**config.mk**
```make
export PLATFORM = sky130hd
export DESIGN_NAME = top_k_ranked_list
export DESIGN_NICKNAME = d
export VERILOG_FILES = /design/src/rtl/core/tkrl_pkg.sv /design/src/rtl/core/top_k_ranked_list.sv /design/src/rtl/core/tkrl_ctrl.sv /design/src/rtl/core/tkrl_datapath.sv
export SDC_FILE = /design/constraint.sdc
export NUM_CORES = 2
export LEC_CHECK = 0
export BUFFER_PORTS_ARGS = -buffer_cell sky130_fd_sc_hd__buf_2
export CAP_MARGIN = 30
export CORE_UTILIZATION = 39
export DETAILED_ROUTE_END_ITERATION = 7
export PLACE_DENSITY = 0.55
export SYNTH_ARGS = -nofsm -noshare
export SYNTH_HDL_FRONTEND = slang
export SYNTH_HIERARCHICAL = 1
export SYNTH_SLANG_ARGS = --single-unit
```
**constraint.sdc**
```tcl
create_clock -name clk_i -period 11.4 [get_ports clk_i]
set_input_delay 1.14 -clock clk_i [delete_from_list [all_inputs] [get_ports clk_i]]
set_output_delay 1.14 -clock clk_i [all_outputs]
set_load 0.01 [all_outputs]
```
**src/rtl/core/tkrl_pkg.sv**
```systemverilog
// tkrl_pkg: request/result types, controller state, command codes and
// control/status structs for the top-k ranked list. No dependencies.
`default_nettype none

package tkrl_pkg;

  localparam int unsigned KEY_W   = 32;
  localparam int unsigned VALUE_W = 32;
  localparam int unsigned COUNT_W = 5;
  localparam int unsigned KEEP_W  = 5;
  localparam int unsigned ADDR_W  = 3;
  localparam int unsigned DATA_W  = 32;

  localparam logic [0:0] CMD_INSERT = 1'b0;
  localparam logic [0:0] CMD_DUMP   = 1'b1;

  localparam logic [0:0] REG_KEEP_COUNT = 1'b0;

  localparam logic [COUNT_W-1:0] COUNT_MAX = 5'd31;

  typedef struct packed {
    logic [0:0]         command;
    logic [KEY_W-1:0]   entry_key;
    logic [VALUE_W-1:0] entry_value;
    logic [VALUE_W-1:0] threshold;
  } tkrl_req_t;

  typedef struct packed {
    logic [COUNT_W-1:0] count_at_or_above;
    logic [KEY_W-1:0]   out_key;
    logic [VALUE_W-1:0] out_value;
    logic               out_valid;
    logic               last;
  } tkrl_res_t;

  typedef enum logic [1:0] {
    ST_IDLE,
    ST_FLAG,
    ST_SUM,
    ST_DUMP
  } tkrl_state_e;

  typedef struct packed {
    logic insert;
    logic empty;
    logic flag;
    logic sum;
    logic dump;
  } tkrl_ctrl_t;

  typedef struct packed {
    logic empty;
    logic dump_last;
  } tkrl_stat_t;

endpackage

`default_nettype wire

```
**src/rtl/core/top_k_ranked_list.sv**
```systemverilog
// top_k_ranked_list: top level with the keep count register and its bus
// port; instantiates tkrl_ctrl and tkrl_datapath, depends on tkrl_pkg.
//
//   channel  | signals                              | handshake
//   ---------+--------------------------------------+------------------------------
//   request  | req_i (tkrl_req_t)                   | start high while busy low
//   result   | res_o (tkrl_res_t)                   | res_valid_o, one cycle, no stall
//   config   | psel penable pwrite paddr pwdata ... | psel & penable & pwrite
//
// an insert request runs compare-and-shift on acceptance, then the flag and
// count steps in ST_FLAG and ST_SUM with busy high in both; the count is registered
// a dump of n entries shows one result per cycle from cell 0 of the rotating
// cell row, registered from ST_DUMP, with busy high until the last entry
// a dump of an empty list gives its single result the next cycle, no busy
// reset clears occupancy and the keep count; the receiver cannot stall
`default_nettype none

module top_k_ranked_list
  import tkrl_pkg::*;
#(
  parameter int unsigned CAPACITY = 16
) (
  input  wire logic              clk_i,
  input  wire logic              rst_ni,
  input  wire logic              start,
  output logic                   busy,
  input  wire tkrl_req_t         req_i,
  output tkrl_res_t              res_o,
  output logic                   res_valid_o,
  input  wire logic              psel,
  input  wire logic              penable,
  input  wire logic              pwrite,
  input  wire logic [ADDR_W-1:0] paddr,
  input  wire logic [DATA_W-1:0] pwdata,
  output logic      [DATA_W-1:0] prdata,
  output logic                   pready
);

  logic [KEEP_W-1:0] keep_count_q, keep_count_d;
  logic              reg_hit;
  tkrl_ctrl_t        ctrl;
  tkrl_stat_t        stat;

  assign pready  = 1'b1;
  assign reg_hit = (paddr[2] == REG_KEEP_COUNT);
  assign prdata  = reg_hit ? {{(DATA_W-KEEP_W){1'b0}}, keep_count_q} : '0;

  always_comb begin
    keep_count_d = keep_count_q;
    if (psel && penable && pwrite && pready && reg_hit) begin
      keep_count_d = pwdata[KEEP_W-1:0];
    end
  end

  always_ff @(posedge clk_i or negedge rst_ni) begin
    if (!rst_ni) begin
      keep_count_q <= '0;
    end else begin
      keep_count_q <= keep_count_d;
    end
  end

  tkrl_ctrl u_ctrl (
    .clk_i     (clk_i),
    .rst_ni    (rst_ni),
    .start_i   (start),
    .command_i (req_i.command),
    .stat_i    (stat),
    .busy_o    (busy),
    .ctrl_o    (ctrl)
  );

  tkrl_datapath #(
    .CAPACITY (CAPACITY)
  ) u_datapath (
    .clk_i        (clk_i),
    .rst_ni       (rst_ni),
    .ctrl_i       (ctrl),
    .req_i        (req_i),
    .keep_count_i (keep_count_q),
    .stat_o       (stat),
    .res_o        (res_o),
    .res_valid_o  (res_valid_o)
  );

`ifndef NO_ASSERTIONS
  a_ctrl_onehot: assert property (@(posedge clk_i) disable iff (!rst_ni)
    $onehot0({ctrl.insert, ctrl.empty, ctrl.flag, ctrl.sum, ctrl.dump}))
    else $error("more than one datapath command at once");

  a_insert_busy: assert property (@(posedge clk_i) disable iff (!rst_ni)
    (start && !busy && req_i.command == CMD_INSERT) |=> busy)
    else $error("insert request did not raise busy");

  a_insert_result: assert property (@(posedge clk_i) disable iff (!rst_ni)
    (start && !busy && req_i.command == CMD_INSERT)
      |-> ##3 (res_valid_o && res_o.last && !res_o.out_valid))
    else $error("insert result missing or malformed");

  a_empty_last: assert property (@(posedge clk_i) disable iff (!rst_ni)
    (res_valid_o && !res_o.out_valid) |-> res_o.last)
    else $error("result without entry not marked last");
`endif

endmodule

`default_nettype wire

```
**src/rtl/core/tkrl_ctrl.sv**
```systemverilog
// tkrl_ctrl: state machine that sequences insert and dump requests, with flag and count steps for an insert.
// Depends on tkrl_pkg.
`default_nettype none

module tkrl_ctrl
  import tkrl_pkg::*;
(
  input  wire logic       clk_i,
  input  wire logic       rst_ni,
  input  wire logic       start_i,
  input  wire logic [0:0] command_i,
  input  wire tkrl_stat_t stat_i,
  output logic            busy_o,
  output tkrl_ctrl_t      ctrl_o
);

  tkrl_state_e state_q, state_d;
  logic        accept;

  assign accept = start_i && (state_q == ST_IDLE);

  always_ff @(posedge clk_i or negedge rst_ni) begin
    if (!rst_ni) begin
      state_q <= ST_IDLE;
    end else begin
      state_q <= state_d;
    end
  end

  always_comb begin
    state_d = state_q;
    case (state_q)
      ST_IDLE: begin
        if (accept) begin
          if (command_i == CMD_INSERT) begin
            state_d = ST_FLAG;
          end else if (!stat_i.empty) begin
            state_d = ST_DUMP;
          end
        end
      end
      ST_FLAG: begin
        state_d = ST_SUM;
      end
      ST_SUM: begin
        state_d = ST_IDLE;
      end
      ST_DUMP: begin
        if (stat_i.dump_last) begin
          state_d = ST_IDLE;
        end
      end
      default: begin
        state_d = ST_IDLE;
      end
    endcase
  end

  always_comb begin
    ctrl_o = '0;
    busy_o = 1'b1;
    case (state_q)
      ST_IDLE: begin
        busy_o        = 1'b0;
        ctrl_o.insert = accept && (command_i == CMD_INSERT);
        ctrl_o.empty  = accept && (command_i == CMD_DUMP) && stat_i.empty;
      end
      ST_FLAG: begin
        ctrl_o.flag = 1'b1;
      end
      ST_SUM: begin
        ctrl_o.sum = 1'b1;
      end
      ST_DUMP: begin
        ctrl_o.dump = 1'b1;
      end
      default: begin
        busy_o = 1'b1;
      end
    endcase
  end

endmodule

`default_nettype wire

```
**src/rtl/core/tkrl_datapath.sv**
```systemverilog
// tkrl_datapath: row of ranked key/value cells with per-cell compare and
// shift, threshold count and result register. Depends on tkrl_pkg.
`default_nettype none

module tkrl_datapath
  import tkrl_pkg::*;
#(
  parameter int unsigned CAPACITY = 16
) (
  input  wire logic              clk_i,
  input  wire logic              rst_ni,
  input  wire tkrl_ctrl_t        ctrl_i,
  input  wire tkrl_req_t         req_i,
  input  wire logic [KEEP_W-1:0] keep_count_i,
  output tkrl_stat_t             stat_o,
  output tkrl_res_t              res_o,
  output logic                   res_valid_o
);

  localparam int unsigned OW = $clog2(CAPACITY + 1);
  localparam int unsigned IW = (CAPACITY > 1) ? $clog2(CAPACITY) : 1;

  logic [KEY_W-1:0]   key_q [CAPACITY];
  logic [VALUE_W-1:0] val_q [CAPACITY];
  logic [KEY_W-1:0]   key_d [CAPACITY];
  logic [VALUE_W-1:0] val_d [CAPACITY];

  logic [OW-1:0]       occ_q, occ_d, limit, last_pos;
  logic [OW:0]         occ_inc;
  logic [IW-1:0]       idx_q, idx_d;
  logic [VALUE_W-1:0]  thr_q;
  logic [CAPACITY-1:0] ge, flag_d, flag_q;
  logic [6:0]          sum;
  tkrl_res_t           res_q, res_d;
  logic                res_valid_q, res_valid_d;

  // effective limit: capacity when keep count is zero or too large
  always_comb begin
    if (keep_count_i == '0 || {2'b00, keep_count_i} > 7'(CAPACITY)) begin
      limit = OW'(CAPACITY);
    end else begin
      limit = OW'(keep_count_i);
    end
  end

  assign occ_inc  = {1'b0, occ_q} + (OW+1)'(1);
  assign last_pos = occ_q - OW'(1);

  always_comb begin
    occ_d = occ_q;
    if (ctrl_i.insert && (occ_inc <= {1'b0, limit})) begin
      occ_d = occ_inc[OW-1:0];
    end
  end

  for (genvar i = 0; i < CAPACITY; i++) begin : g_cell
    logic [KEY_W-1:0]   ins_key, nxt_key;
    logic [VALUE_W-1:0] ins_val, nxt_val;

    assign ge[i]     = (OW'(i) < occ_q) && (val_q[i] >= req_i.entry_value);
    assign flag_d[i] = (OW'(i) < occ_q) && (val_q[i] >= thr_q);

    if (i == 0) begin : g_head
      assign ins_key = req_i.entry_key;
      assign ins_val = req_i.entry_value;
    end else begin : g_body
      logic prev_ge;
      assign prev_ge = ge[i-1];
      assign ins_key = prev_ge ? req_i.entry_key : key_q[i-1];
      assign ins_val = prev_ge ? req_i.entry_value : val_q[i-1];
    end

    if (i < CAPACITY - 1) begin : g_next
      assign nxt_key = key_q[i+1];
      assign nxt_val = val_q[i+1];
    end else begin : g_tail
      assign nxt_key = key_q[i];
      assign nxt_val = val_q[i];
    end

    // insert: keep, take new entry, or shift down; dump: rotate toward head
    always_comb begin
      key_d[i] = key_q[i];
      val_d[i] = val_q[i];
      if (ctrl_i.insert && !ge[i]) begin
        key_d[i] = ins_key;
        val_d[i] = ins_val;
      end else if (ctrl_i.dump) begin
        if (OW'(i) == last_pos) begin
          key_d[i] = key_q[0];
          val_d[i] = val_q[0];
        end else begin
          key_d[i] = nxt_key;
          val_d[i] = nxt_val;
        end
      end
    end
  end

  always_comb begin
    sum = '0;
    for (int unsigned i = 0; i < CAPACITY; i++) begin
      sum = sum + {6'b0, flag_q[i]};
    end
  end

  assign stat_o.empty     = (occ_q == '0);
  assign stat_o.dump_last = (OW'(idx_q) == last_pos);

  always_comb begin
    idx_d       = idx_q;
    res_d       = res_q;
    res_valid_d = 1'b0;
    if (ctrl_i.sum) begin
      res_valid_d             = 1'b1;
      res_d                   = '0;
      res_d.count_at_or_above = (sum > {2'b00, COUNT_MAX}) ? COUNT_MAX : sum[COUNT_W-1:0];
      res_d.last              = 1'b1;
    end else if (ctrl_i.empty) begin
      res_valid_d = 1'b1;
      res_d       = '0;
      res_d.last  = 1'b1;
    end else if (ctrl_i.dump) begin
      res_valid_d             = 1'b1;
      res_d.count_at_or_above = '0;
      res_d.out_key           = key_q[0];
      res_d.out_value         = val_q[0];
      res_d.out_valid         = 1'b1;
      res_d.last              = stat_o.dump_last;
      idx_d                   = stat_o.dump_last ? '0 : idx_q + IW'(1);
    end
  end

  always_ff @(posedge clk_i or negedge rst_ni) begin
    if (!rst_ni) begin
      occ_q       <= '0;
      idx_q       <= '0;
      res_valid_q <= 1'b0;
    end else begin
      occ_q       <= occ_d;
      idx_q       <= idx_d;
      res_valid_q <= res_valid_d;
    end
  end

  always_ff @(posedge clk_i) begin
    for (int unsigned i = 0; i < CAPACITY; i++) begin
      key_q[i] <= key_d[i];
      val_q[i] <= val_d[i];
    end
    if (ctrl_i.insert) begin
      thr_q <= req_i.threshold;
    end
    if (ctrl_i.flag) begin
      flag_q <= flag_d;
    end
    res_q <= res_d;
  end

  assign res_o       = res_q;
  assign res_valid_o = res_valid_q;

endmodule

`default_nettype wire
```
==> summary.md <==
| Metric | Value |
|---|---|
| Status | `finished, violations left` |
| Failing checks | `DRC` |
| RSZ-0062 raised after global routing | `no` |
| Slew Viols, Final | `0` |
| Hold-fix buffers, CTS | `0` |
| Clock Sinks | `1,160` |
| Grt ovf | `0` |
| Drt initial violations | `a little under 6,000` |
| Met1 Wirelength | `roughly 140,000 um` |
| Final hold slack | `~0.33 ns` |
| Met3 wire len | `24,000 um` |
| Most used DFF post-synth | `edfxtp_1` |
| Syn_area_per_cell | `11.2 um2` |
| Slew headroom | `0.160` |
| Area of the multi-input gates | `~52,000 um2` |
| Critical Path AT | `6.79 ns` |
| CTS Buffer Depth | `3` |
| Yosys warning total | `6` |
| Worst stage delay on the critical path | `0.81 ns` |
| Setup violations, final | `0` |
| Final Power | `~26 mW` |
| Mux contribution to synthesized area | `0.239` |
| Hold Path Class | `in -> async` |
| Yosys reg bits | `1,160` |
| Worst Setup Slack, final | `5.04 ns` |
| Most common cell after layout, fill and taps aside | `mux2i_1` |
| Final antenna-violating net count | `0` |
| Drc violations | `35` |
| Pre-CTS setup slack | `4.46 ns` |
| CP dominant cell by count | `buf_4` |
| Finished Layout Cells | `10,900` |
| Setup Buffers After CTS | `0` |
| Root buffer cell | `clkbuf_16` |
| CP Capture Type | `flip-flop` |
| FF/Latch Area | `between 30,000 and 40,000 um2` |
| Final wirelength | `334,000 um` |
| Post-Route Utilization | `0.433` |
| FF-to-FF End | `u_datapath/val_q[0][10]$_DFFE_PP_` |
| Crit path time final | `about 6.4 ns` |
| Fin Setup TNS | `0 ns` |
| Required @ worst endpoint | `between 10 and 15 ns` |
| Core area | `roughly 230,000 um2` |
| Initial antenna violation count | `27` |
| Crit path max fanout | `60` |
| EDFF count, synth | `1,077` |
| Synth Area in XOR/XNOR | `0.00119` |
| Compound-cell area share of the yosys netlist | `0.121` |
| Htree depth | `4` |
| Die X | `478 um` |
| Max Freq | `157 MHz` |
| Synth Instances | `slightly below 8,000` |
| Cell Chain, Critical Path | `buf_2 -> inv_1 -> buf_4 -> ha_1 -> a21oi_1 -> nand3_1 -> a21oi_1 -> o2bb2ai_1 -> o211ai_1 -> buf_4 -> nand2_4 -> nand2b_4 -> buf_4` |
| Placed Cells | `10,600` |
| GRT Total Usage | `0.285` |
| Worst r2r src | `u_datapath/val_q[0][0]$_DFFE_PP_` |
| Adder-Cell Fraction of Synth Area | `0.150` |
| Worst-Margin Slew | `1.25 ns` |
| Main combinational cell family by area after synthesis | `multiplexers` |
| Met2 wire length | `between 150,000 and 200,000 um` |
| Fin nets | `9,002` |
| Highest-count cells in the layout ignoring fill and taps | `1,855 x mux2i_1, 1,077 x edfxtp_1, 1,042 x ha_1, 553 x a21oi_1, 379 x nand2_1` |
| FP Rows | `approximately 170` |
| IO Count | `between 200 and 250` |
| CTS tree | `done` |
| Die height | `between 400 and 500 um` |
| Max_cap viols | `0` |
| Largest net degree at the start of global routing | `129` |
| Post-route cell area | `97,400 um2` |
| DRT Pass-1 Iters | `8` |
| Worst Setup Path Type | `in -> reg` |
| Placed Area | `92,400 um2` |
| Ys async rst share | `0.0147` |
| Crit path launch type | `input port` |
| Lkg Pwr | `46.6 nW` |
| Clk_skew | `0.0434 ns` |
| Number of global-route vias before repair | `68,100` |
| Routed vias/inst | `6.19` |
| Fin. Hold Viols | `0` |
| Register area share after synthesis | `0.385` |
| CTS resizes | `0` |
| First-pass GRT wire length | `slightly below 500,000 um` |
| Cell Area, Synth | `88,500 um2` |
| Die ar. | `between 200,000 and 250,000 um2` |
| GP Congestion | `0.913` |
| DR WL/cell | `30.5 um` |
| Via count | `roughly 68,000` |
| Area fraction in and, or, nand and nor cells after synthesis | `0.0669` |
| Count of different cell masters after synthesis | `85` |
| Share of cells above drive strength 1 | `0.116` |
| Fillers | `between 20,000 and 25,000` |
| FF-to-FF setup slack | `5.41 ns` |
| Hpwl dp | `221,000 um` |
| Cts bufs inserted | `148` |
| Ratio of final minimum period to clock period | `0.558` |
| # port buffers | `~190` |
| Power per cell area | `272 nW/um2` |
| Starting Density | `0.393` |
| Peak VDD IR | `0.000251 V` |
| Crit-path slowest cell | `buf_4` |
| Worst Reg-to-Reg Cells | `13` |
| Top Metal Used | `met5` |
| Clk slew on worst S/H paths | `0.06 ns` |
| Clock Latency Late Sink | `0.83 ns` |
| Area Growth Syn to Fin | `10.1%` |
## area by class of cell
type,count,share of cell area
Clock buffer,220,0.0448
Antenna cell,14,0.000360
Inverter,117,0.00451
Tap cell,2992,0.0384
Clock inverter,54,0.00577
Multi-Input combinational cell,6000,0.530
Timing Repair Buffer,385,0.0265
Sequential cell,1160,0.350
## worst max path at each step
stage / startpoint / end / cells after the start
detailed placement: req_i[38] / u_datapath/key_q[0][188]$_DFFE_PP_ / 13
global placement: req_i[55] / u_datapath/key_q[1][247]$_DFFE_PP_ / 14
floorplan: start / u_datapath/key_q[1][160]$_DFFE_PP_ / 7
CTS: u_datapath/val_q[0][0]$_DFFE_PP_ / u_datapath/val_q[0][5]$_DFFE_PP_ / 12
finish: req_i[38] / u_datapath/key_q[0][190]$_DFFE_PP_ / 13
global route: req_i[38] / u_datapath/val_q[0][166]$_DFFE_PP_ / 13
## critical path: cells and delay by family
kind,cells,cell delay (ns)
buf+inv,5,2.54
compound gates,4,1.34
fa+ha+maj,1,0.35
simple gates,3,1.20
## registers in the layout (all words and copies together) (netlist names)
signal                  count
u_datapath/res_o           71
u_datapath/val_q          512
keep_count_q                5
u_datapath/key_q          512
u_datapath/idx_q            4
u_datapath/flag_q          16
u_ctrl/state_q              2
u_datapath/occ_q            5
u_datapath/thr_q           32
u_datapath/res_valid_o      1
## cell usage after synthesis, drive strengths merged (66+ instances only)
cell type	instances	area (um2)
mux2i	1855	18600
edfxtp	1077	32300
ha	1042	13000
a21oi	558	2800
nand2	399	1500
clkbuf	317	1190
buf	306	1640
a21o	255	1910
nor2	239	910
mux2	228	2570
a211oi	207	1560
nor2b	157	982
o21ai	150	751
a22o	127	1110
inv	116	435
nand4	113	707
a31oi	80	500
nand3	78	390
a22oi	67	503
dfxtp	66	1320
## routing by layer
metal  global-route usage  up-vias
li1                     -    30200
met2                0.456     2611
met3               0.0543      657
met1                0.373    34200
met5                    0        -
met4                0.123       12
## report_power, final
part | internal (mW) | switching (mW) | total, mW
Sequential | 7.29 | 1.65 | 8.94
Clock | 2.78 | 2.06 | 4.84
Combinational | 4.94 | 7.76 | 12.7
Total | 15.0 | 11.5 | 26.5
## cells by family after synthesis
family,Yosys count
xor gates and xnor gates,12
muxes,2083
DFF,1160
AOI/OAI and AO/OA,1627
other,2
buffers and inverters,740
adders and majority gates,1052
and+or+nand+nor,1198
Power figures use the tool's default switching activity.
